### src/erb_pkg.sv
// Shared types and constants of the rotation and strain builder.
package erb_pkg;

  // Fixed-point constants, Q30 unless stated otherwise; RotOne is Q16.
  localparam int unsigned TableLen = 24;
  localparam logic signed [35:0] Q30Pi = 36'sd3373259426;
  localparam logic signed [35:0] Q30HalfPi = 36'sd1686629713;
  localparam logic signed [35:0] CordicGain = 36'sd652032874;
  localparam logic signed [17:0] RotOne = 18'sd65536;
  localparam logic [3:0] DofRot = 4'd3;
  localparam logic [3:0] DofStrain = 4'd6;

  // One item as it travels from the front end to the back end.
  typedef struct packed {
    logic        upd_rot;
    logic        upd_strain;
    logic [17:0] phi;
    logic [17:0] theta;
    logic [17:0] psi;
    logic [31:0] s_xx;
    logic [31:0] s_yy;
    logic [31:0] s_zz;
    logic [31:0] s_xy;
    logic [31:0] s_yz;
    logic [31:0] s_xz;
  } erb_item_t;

  // Arctangent table, floor(atan(2^-i) * 2^30).
  function automatic logic signed [35:0] erb_atan(input logic [4:0] idx);
    logic signed [35:0] v;
    case (idx)
      5'd0: v = 36'sd843314856;
      5'd1: v = 36'sd497837829;
      5'd2: v = 36'sd263043836;
      5'd3: v = 36'sd133525158;
      5'd4: v = 36'sd67021686;
      5'd5: v = 36'sd33543515;
      5'd6: v = 36'sd16775850;
      5'd7: v = 36'sd8388437;
      5'd8: v = 36'sd4194282;
      5'd9: v = 36'sd2097149;
      5'd10: v = 36'sd1048575;
      5'd11: v = 36'sd524287;
      5'd12: v = 36'sd262143;
      5'd13: v = 36'sd131071;
      5'd14: v = 36'sd65535;
      5'd15: v = 36'sd32767;
      5'd16: v = 36'sd16383;
      5'd17: v = 36'sd8191;
      5'd18: v = 36'sd4095;
      5'd19: v = 36'sd2047;
      5'd20: v = 36'sd1023;
      5'd21: v = 36'sd511;
      5'd22: v = 36'sd255;
      5'd23: v = 36'sd127;
      default: v = 36'sd0;
    endcase
    return v;
  endfunction

endpackage

### src/erb_front.sv
// Front end: classifies items and holds them in a two-entry queue.
module erb_front
  import erb_pkg::*;
(
  input  logic        clk,
  input  logic        rst_n,
  input  logic        push,
  output logic        full,
  input  logic [3:0]  dof_count,
  input  logic [17:0] angle_phi,
  input  logic [17:0] angle_theta,
  input  logic [17:0] angle_psi,
  input  logic [31:0] strain_xx,
  input  logic [31:0] strain_yy,
  input  logic [31:0] strain_zz,
  input  logic [31:0] strain_xy,
  input  logic [31:0] strain_yz,
  input  logic [31:0] strain_xz,
  output logic        q_valid,
  input  logic        q_take,
  output erb_item_t   q_item
);

  erb_item_t  mem_r [2];
  logic       wp_r, rp_r;
  logic [1:0] cnt_r;
  logic       wr, rd;
  erb_item_t  item;

  assign full = (cnt_r == 2'd2);
  assign wr = push && !full;
  assign rd = q_take && q_valid;
  assign q_valid = (cnt_r != 2'd0);
  assign q_item = mem_r[rp_r];

  // Classify by the count of active degrees of freedom.
  always_comb begin
    item.upd_rot = (dof_count > DofRot);
    item.upd_strain = (dof_count > DofStrain);
    item.phi = angle_phi;
    item.theta = angle_theta;
    item.psi = angle_psi;
    item.s_xx = strain_xx;
    item.s_yy = strain_yy;
    item.s_zz = strain_zz;
    item.s_xy = strain_xy;
    item.s_yz = strain_yz;
    item.s_xz = strain_xz;
  end

  // Queue storage.
  always_ff @(posedge clk) begin
    if (wr) begin
      mem_r[wp_r] <= item;
    end
  end

  // Queue pointers and fill count.
  always_ff @(posedge clk) begin
    if (!rst_n) begin
      wp_r <= 1'b0;
      rp_r <= 1'b0;
      cnt_r <= 2'd0;
    end else begin
      if (wr) begin
        wp_r <= ~wp_r;
      end
      if (rd) begin
        rp_r <= ~rp_r;
      end
      cnt_r <= cnt_r + {1'b0, wr} - {1'b0, rd};
    end
  end

endmodule

### config.mk
export PLATFORM = sky130hd
export DESIGN_NAME = erb_front
export DESIGN_NICKNAME = d
export VERILOG_FILES = /design/src/erb_pkg.sv /design/src/erb_front.sv
export SDC_FILE = /design/constraint.sdc
export NUM_CORES = 1
export LEC_CHECK = 0
export ABC_AREA = 1
export BUFFER_PORTS_ARGS = -buffer_cell sky130_fd_sc_hd__clkbuf_2
export CAP_MARGIN = 5
export CORE_MARGIN = 5
export CORE_UTILIZATION = 49
export CTS_BUF_LIST = sky130_fd_sc_hd__clkbuf_4 sky130_fd_sc_hd__clkbuf_8
export CTS_CLUSTER_DIAMETER = 60
export DETAILED_ROUTE_END_ITERATION = 7
export PLACE_DENSITY_LB_ADDON = 0.15
export SYNTH_ARGS = -nofsm -noshare
export SYNTH_HDL_FRONTEND = slang
export SYNTH_SLANG_ARGS = --single-unit
### constraint.sdc
create_clock -name clk -period 12.35 [get_ports clk]
set_input_delay 0 -clock clk [delete_from_list [all_inputs] [get_ports clk]]
set_output_delay 0 -clock clk [all_outputs]
set_load 0.02 [all_outputs]
# Yosys cells after proc, flatten, opt, wreduce, memory -nomap -nowiden
# Memory sizes are Yosys's and may differ from the RTL's. A register that Yosys moved wholly into a read port is not among the register bits.
# Index checks and enable logic that the tools add are counted.
dict set report classes {
  magnitude_cmp 2
  reduce_logical 4
  n_bitwise 2
  n_addsub 2
  muxes 4
  eq_ne 1
}
# operator n
set op_table {}
lappend op_table {{$gt A4 B2 Y1 const B} 1}
lappend op_table {{$gt A4 B3 Y1 const B} 1}
lappend op_table {{$mux W1} 4}
lappend op_table {{$add A2 B1 Y2} 1}
lappend op_table {{$eq A2 B2 Y1 const B} 1}
lappend op_table {{$logic_and A1 B1 Y1} 2}
lappend op_table {{$not A1 Y1} 2}
lappend op_table {{$reduce_bool A2 Y1} 1}
lappend op_table {{$sub A2 B1 Y2} 1}
lappend op_table {{$logic_not A1 Y1} 1}
dict set report totals {
  memories 1
  in_bits 254
  ram_bits 496
  output_inout_bits 250
  elab_cells 19
  ff_bits 4
}
# memory depth width read_ports rd_ports_with_merged_regs write_ports line
set mem_list {}
lappend mem_list {mem_r 2 248 1 1 1 erb_front.sv:24} ;# erb_item_t mem_r [2];

# Longest topological paths before layout
# Gate-level depths: netlist (run 1).
dict set report depth {
  word_depth 5
  ltp_mapped 11
  mapped_depth_nobuf 11
}

# Worst setup path after synthesis (run 1)
# Ideal clock, no wire load.
dict set report synth_timing {
  kind {register -> register}
  start {register cnt_r[0]}
  end {memory mem_r[0][0] (netlist name), enable pin}
  slack_ns 0.655
  setup_time_ns 0.860
  required_ns 11.490
  period_less_slack_ns 11.695
  t_arrival_ns 10.835
  stages_incl_launch_ff 5
  path_buffers 0
  cell_sequence {dfxtp_1 inv_1 nand2_1 nand2_1 nor2_1}
}
dict set report synth_between {
  elab_chain_len 5
}
# element line
set synth_lines {}
lappend synth_lines {{from (decl)} erb_front.sv:26} ;# logic [1:0] cnt_r;
lappend synth_lines {{from (signal assigned)} erb_front.sv:71} ;# cnt_r <= cnt_r + {1'b0, wr} - {1'b0, rd};
lappend synth_lines {{$eq A2 B2 Y1} erb_front.sv:30} ;# assign full = (cnt_r == 2'd2);
lappend synth_lines {{$logic_not A1 Y1} erb_front.sv:31} ;# assign wr = push && !full;
lappend synth_lines {{$logic_and A1 B1 Y1} erb_front.sv:31}
lappend synth_lines {{$mux W1} erb_front.sv:53} ;# if (wr) begin
lappend synth_lines {{$mux W1 (implied by the code)} erb_front.sv:54} ;# mem_r[wp_r] <= item;
lappend synth_lines {{to (decl)} erb_front.sv:24}
# Every way passes these cells.

==> run metrics, run 1 <==
sequential element share of the synthesized area=0.787; routed vias=between 10,000 and 15,000; crit path kind=reg2out; htree depth=3; filler cell count=about 2,600; reg2reg setup slack=~9300 ps; Die X=between 200 and 250 um; Fin. Hold Viols=0; Yosys warnings=0; max frequency=254 MHz; Vias per Instance=roughly 4.8; Reg power frac=0.439; Worst EP arrival=~3900 ps; Worst R2R End=mem_r[0][99]$_DFFE_PP_; clock-pin slew on the worst setup and hold paths=roughly 60 ps; element type at the critical path end=output pin; RSZ-0062 raised after global routing=false; drt pass-1 iters=4; Hold/Removal Path Class=in2reg; Clock Latency Late Sink=620 ps; area growth from synthesis to layout=36.9%; most common cell in the netlist=edfxtp_1; area of the multi-input gates=~0.0037 mm2; number of core rows=72; vias in the first global route=11,600; Iteration-0 DRC Markers=around 660; Avg Cell Area, Syn=roughly 23 um2; Post-synth top flop=edfxtp_1; dpl hpwl=29.5 mm; Switching Fraction=0.303; register area=0.0150 mm2; cts bufs inserted=between 80 and 90; Cells after Synth=a little over 800; fin nets=between 1,500 and 2,000; Sum Neg Setup Slack=0 ps; R2R cell count=6; P_leak=around 10 nW; Placed Cells=1,813; worst path required time=12,350 ps; Post-Syn Area=about 0.019 mm2; max-slew violations=0; Total Routed Length=45.7 mm; Pwr Total=approximately 0.0051 W; synth top area cells=edfxtp_1 78%, mux2_4 16%, mux2_2 2.8%, buf_8 0.87%, buf_6 0.83%; Mapped Nets=1,068; Worst slew margin=0.116; CTS tree=yes; post-route ant nets=0; Sw Pwr=0.00155 W; crit path to=q_item[237]; Hold Path Depth=2; Post-synth EDFFs=approximately 500; initial antenna violation count=3; most instantiated cells after synthesis=496 x edfxtp_1, 201 x mux2_4, 47 x mux2_2, 14 x buf_6, 11 x buf_8; Peak VDD IR=~0.15 mV; cell internal pwr=~0.0036 W; core region area=0.0386 mm2; Max Root-Sink Buffers=3; pin count of the biggest net entering global routing=about 180; status=complete, no violations; Port-buffer cells=between 500 and 600; Clock Tree Root=clkbuf_8; Total Routing Usage GR=0.209; Layout Utilization=0.677; asr flop ratio synth=0; GRT Residual Overflow=0; Initial Util=0.494; final hold slack=approximately 110 ps; actual slew at the worst max-slew pin=1330 ps; Die H=approximately 210 um; clock group share of total power=0.273; Synth Register Bits=501; r2r startpoint=cnt_r[0]$_SDFF_PN0_; Final setup viols=0; first-pass GRT wire length=a little under 70 mm; Comb power frac=0.288; routed len/inst=about 21 um; io pins=about 500; Non-Filler Instances=between 2,000 and 2,500; cell accounting for the most synthesized area=edfxtp_1; fraction of layout cells with a size suffix above 1=0.523; max_cap viols=0; pwr dens=between 150 and 200 mW/mm2; number of distinct library cells after synthesis=16; Final period util=0.319; Clock Sinks=around 500; clock skew=~20 ps; Final min period=between 3000 and 4000 ps; Worst Setup Start Kind=register; crit-path max FO=57; top cell type's share of synthesized area=0.782; die area=roughly 0.043 mm2; DRC Markers=0; GP Congestion=a little over 0.8
## worst max-delay path, cell delays in order, from the launching register on
cell,delay (ps)
dfxtp_4,950
buf_4,920
buf_4,790
mux2_2,420
clkbuf_2,160
## final cells by class
type | instances | area share
antenna | 4 | 0.000384
clock buffer | 110 | 0.0518
clock inverter | 36 | 0.00935
inverter | 9 | 0.00158
multi-input combinational | 274 | 0.141
sequential | 501 | 0.575
tap | 518 | 0.0248
timing repair buffer | 763 | 0.196
## cells by family (layout without fill, tap and decap cells)
group	Yosys count	after routing	share of synthesized area
fa+ha+maj	2	2	0.00131
flops	501	501	0.787
compound gates	3	3	0.000985
other cells	0	4	0
simple gates	21	21	0.00446
buf+inv	37	918	0.0203
mux	248	248	0.186
## per-layer routing
metal,GRT usage,wire (um),up-vias,part of all wire
met5,0,7,-,0.00015
met4,0.0716,1130,2,0.025
met3,0.0650,3530,61,0.077
met2,0.360,23800,462,0.52
met1,0.250,17200,5279,0.38
li1,-,-,4886,-
## through the flow
stage          setup slack, ps  cell area, um2
2_1_floorplan              655           19100
3_3_place_gp              9020           22000
3_5_place_dp              8970           22000
4_1_cts                   8300           26100
5_1_grt                   8160           26100
6_report                  8410           26100
## how the worst min path moves through the flow
stage,startpoint,endpoint,slack [ps]
floorplan,rst_n,cnt_r[0]$_SDFF_PN0_,90
global placement,strain_xz[2],mem_r[0][2]$_DFFE_PP_,190
detailed placement,strain_yy[4],mem_r[1][132]$_DFFE_PP_,190
CTS,strain_xy[3],mem_r[0][67]$_DFFE_PP_,50
global route,strain_yy[20],mem_r[0][148]$_DFFE_PP_,70
finish,angle_phi[8],mem_r[1][236]$_DFFE_PP_,110
## sequential cells by signal, summed over array words and instances (netlist names), named ones only
signal and flops:
wp_r 1, cnt_r 2, rp_r 1, mem_r 496
## layout by cell type (no fill, tap or decap)
| cell | instances |
|---|---|
| inv_6 | 3 |
| nand2_1 | 9 |
| dfxtp_1 | 4 |
| clkbuf_8 | 84 |
| nor2_1 | 7 |
| ha_1 | 2 |
| buf_12 | 1 |
| clkbuf_2 | 503 |
| a31o_2 | 1 |
| clkinv_2 | 3 |
| or2_2 | 1 |
| a21oi_1 | 2 |
| inv_8 | 1 |
| clkbuf_4 | 26 |
| mux2_4 | 201 |
| dfxtp_4 | 1 |
| inv_1 | 8 |
| diode_2 | 4 |
| mux2_2 | 47 |
| edfxtp_1 | 496 |
| nand3_1 | 3 |
| nor2_4 | 1 |
| clkinv_1 | 24 |
| dlygate4sd3_1 | 252 |
| clkinvlp_4 | 3 |
| buf_4 | 7 |
| bufinv_16 | 3 |
## power groups by stage
stage          sequential (W)  combinational (W)  clock, W
3_3_place_gp          0.00228            0.00141         0
4_1_cts               0.00225            0.00149   0.00144
5_1_grt               0.00227            0.00155   0.00153
2_1_floorplan         0.00232            0.00104         0
6_report              0.00225            0.00147   0.00140
3_5_place_dp          0.00228            0.00141         0
## timing repair
action                    in CTS  in global routing
hold endpoints to repair     501                  0
resized for setup              0                  0
hold buffers                 252                  0
setup buffers                  0                  0
Power figures use the tool's default switching activity.
==> inputs of run 2 (changes only) <==
--- a/config.mk
+++ b/config.mk
@@ -5,11 +5,11 @@
 export SDC_FILE = /design/constraint.sdc
 export NUM_CORES = 1
 export LEC_CHECK = 0
-export ABC_AREA = 1
+export ABC_AREA = 0
 export BUFFER_PORTS_ARGS = -buffer_cell sky130_fd_sc_hd__clkbuf_2
 export CAP_MARGIN = 5
 export CORE_MARGIN = 5
-export CORE_UTILIZATION = 49
+export CORE_UTILIZATION = 55
 export CTS_BUF_LIST = sky130_fd_sc_hd__clkbuf_4 sky130_fd_sc_hd__clkbuf_8
 export CTS_CLUSTER_DIAMETER = 60
 export DETAILED_ROUTE_END_ITERATION = 7
==> constraint.sdc (replaced) <==
create_clock -name clk -period 3.94 [get_ports clk]
set_input_delay 0 -clock clk [delete_from_list [all_inputs] [get_ports clk]]
set_output_delay 0 -clock clk [all_outputs]
set_load 0.02 [all_outputs]
==> run 2 against run 1 <==
Non-clock buffer count is 11 higher. Die area is 10% lower. Critical path type unchanged. Flip-flop and latch count unchanged. Core utilization grew 8.1 points. Critical endpoint is now q_item[124].
==> run metrics, run 2 <==
Synth Register Bits=501 (unchanged); Place WS=1870 ps (-7100 ps); Switching Fraction=0.318 (+0.0152); DRC Markers=0 (unchanged); routed vias=10,700 (+0.18%); Sum Neg Setup Slack=0 ps (unchanged); RSZ-0062 raised after global routing=false; core region area=0.0344 mm2 (-11%); crit-path max FO=54 (-5.3%); Yosys warnings=0 (unchanged); commonest non-fill, non-tap cell in the layout=clkbuf_2; initial antenna violation count=8 (+5); Total Routing Usage GR=0.233 (+0.0245); cts bufs inserted=77 (-6.1%); asr flop ratio synth=0 (unchanged); number of distinct library cells after synthesis=22 (+6); Post-synth EDFFs=496 (unchanged); Clock Sinks=501 (unchanged); clock-pin slew on the worst setup and hold paths=60 ps (about the same); top flop regs=mem_r x496, cnt_r x2; Post-Syn Area=0.0190 mm2 (about the same); Clock Tree Root=clkbuf_8; htree depth=3 (unchanged); GP Congestion=0.816 (+0.53%); Iteration-0 DRC Markers=574 (-13%); most flop-heavy register=mem_r; P_leak=10.4 nW (-0.12%); cell accounting for the most synthesized area=edfxtp_1; Post-CTS Setup Inserts=0 (unchanged); crit path kind=reg2out; Die X=196 um (-5.4%); Hold/Removal Path Class=in2reg; Worst EP arrival=2610 ps (-1330 ps); number of flip-flops in the largest register=496 (unchanged); Port-buffer cells=503 (unchanged); drt pass-1 iters=4 (unchanged); most common cell in the netlist=edfxtp_1; Pwr Total=0.0168 W (+230%); Setup WS post-layout=1330 ps (-7080 ps); Cells after Synth=801 (-1.4%); Final min period=approximately 2600 ps; Total Routed Length=46.0 mm (+0.75%); Worst slew margin=0.340 (+0.224); fraction of layout cells with a size suffix above 1=0.532 (+0.00913); Mapped Nets=1,057 (-1.0%); vias in the first global route=11,900 (+2.2%); dpl hpwl=29.9 mm (+1.3%); Die H=196 um (-5.4%); top cell type's share of synthesized area=0.782 (about the same); pwr dens=645 mW/mm2 (+230%); fin nets=1,882 (-0.26%); clock skew=25.0 ps (+4.69 ps); cell internal pwr=0.0115 W (+220%); Max Root-Sink Buffers=3 (unchanged); pin count of the biggest net entering global routing=86 (-52%); clock group share of total power=0.239 (-0.034); CTS tree=yes; Layout Utilization=0.758 (+0.0813); Top Metal Used=met4; post-route ant nets=0 (unchanged); area growth from synthesis to layout=36.8% (about the same); Initial Util=0.554 (+0.0598); worst path required time=3940 ps (-8410 ps); met2 WL=24.1 mm (+1.2%); max_cap viols=0 (unchanged); Worst Setup Start Kind=register; Resized Gates After CTS=0 (unchanged); element type at the critical path end=output pin; Fin. Hold Viols=0 (unchanged); Final setup viols=0 (unchanged); GRT Residual Overflow=0 (unchanged); status=complete, no violations; Comb power frac=0.333 (+0.045); die area=0.0384 mm2 (-10%); Avg Cell Area, Syn=23.8 um2 (+1.3%); hold-fix buffers at CTS=252 (unchanged); Final period util=0.663; met3 WL=3.43 mm (-2.7%); Post-synth top flop=edfxtp_1; Reg power frac=0.428 (-0.011); Sw Pwr=0.00534 W (+240%); Clock Latency Late Sink=580 ps (-40 ps); max frequency=383 MHz; highest-count cells in the layout ignoring fill and taps=503 x clkbuf_2, 496 x edfxtp_1, 252 x dlygate4sd3_1; first-pass GRT wire length=68.3 mm (-1.0%); routed len/inst=21.5 um (+4.1%); max-slew violations=0 (unchanged); Vias per Instance=5.00 (+3.5%); number of core rows=68 (-5.6%); synth top area cells=edfxtp_1 78%, mux2_4 16%, mux2_2 2.8%, buf_8 0.87%, buf_6 0.83%; sequential element share of the synthesized area=0.787 (about the same); most instantiated cells after synthesis=496 x edfxtp_1, 201 x mux2_4, 47 x mux2_2, 14 x buf_6, 11 x buf_8; io pins=504 (unchanged); actual slew at the worst max-slew pin=990 ps (-336 ps); Peak VDD IR=0.637 mV (+330%); metal1 wirelength=16.8 mm (-2.5%)
-- run 2: cell types whose count changed in the layout (fill, tap and decap cells not counted), moves of 2 or more --
| cell | delta |
|---|---|
| a21oi_1 | -2 |
| and2_1 | +2 |
| buf_12 | +10 |
| bufinv_16 | -3 |
| clkbuf_4 | +6 |
| clkbuf_8 | -5 |
| clkinv_1 | -7 |
| diode_2 | +5 |
| inv_1 | -5 |
| inv_6 | -3 |
| nand2_1 | -8 |
| nand3_1 | -3 |
| nor2_1 | -4 |
-- run 2: layout make-up --
type / instances / area [um2]
sequential: 501 / 15000
inverter: 3 / 11.3
timing repair buffer: 774 / 5320
clock inverter: 21 / 88.8
clock buffer: 111 / 1330
antenna: 9 / 22.5
tap: 455 / 569
multi-input combinational: 269 / 3710
fill: 1979 / 8320
-- run 2: metal layers --
metal / global-route usage / vias up
met5: 0 / -
met4: 0.0967 / 0
met3: 0.0618 / 87
met2: 0.407 / 468
met1: 0.275 / 5291
li1: - / 4863
-- run 2: cells by family after synthesis --
family          share of synthesized area
mux                                 0.187
xor+xnor                         0.000920
compound gates                   0.000854
fa+ha+maj                         0.00131
buf+inv                            0.0191
simple gates                      0.00374
flops                               0.787
-- run 2: power groups by stage --
stage          clock [W]  combinational, W  sequential, W
2_1_floorplan          0           0.00391        0.00723
3_3_place_gp           0           0.00537        0.00725
5_1_grt          0.00438           0.00585        0.00726
4_1_cts          0.00408           0.00563        0.00719
6_report         0.00402           0.00559        0.00719
3_5_place_dp           0           0.00540        0.00729
-- run 2: worst paths after layout --
kind | from | end | slack (ps) | cells after the start
setup / recovery | register | q_item[124] | 1330 | 3
hold / removal | strain_xx[14] | mem_r[0][174]$_DFFE_PP_ | 150 | 2
hold reg to reg | rp_r$_SDFFE_PN0P_ | rp_r$_SDFFE_PN0P_ | 520 | 2
setup reg to reg | cnt_r[0]$_SDFF_PN0_ | mem_r[0][66]$_DFFE_PP_ | 1870 | 4
-- run 2: worst max-delay path, stage by stage (launching register included) --
cell and delay [ps]:
dfxtp_4 990, buf_4 500, mux2_4 340, clkbuf_2 160
-- run 2: through the flow --
stage / area, um2 / instances / hold WS (ps)
after floorplan: 19100 / 801 / 98.9
after global routing: 26100 / 2142 / 111
after CTS: 26000 / 2134 / 91.2
after detailed placement: 22100 / 1750 / 192
after global placement: 22100 / 1750 / 188
final: 26100 / 2143 / 148
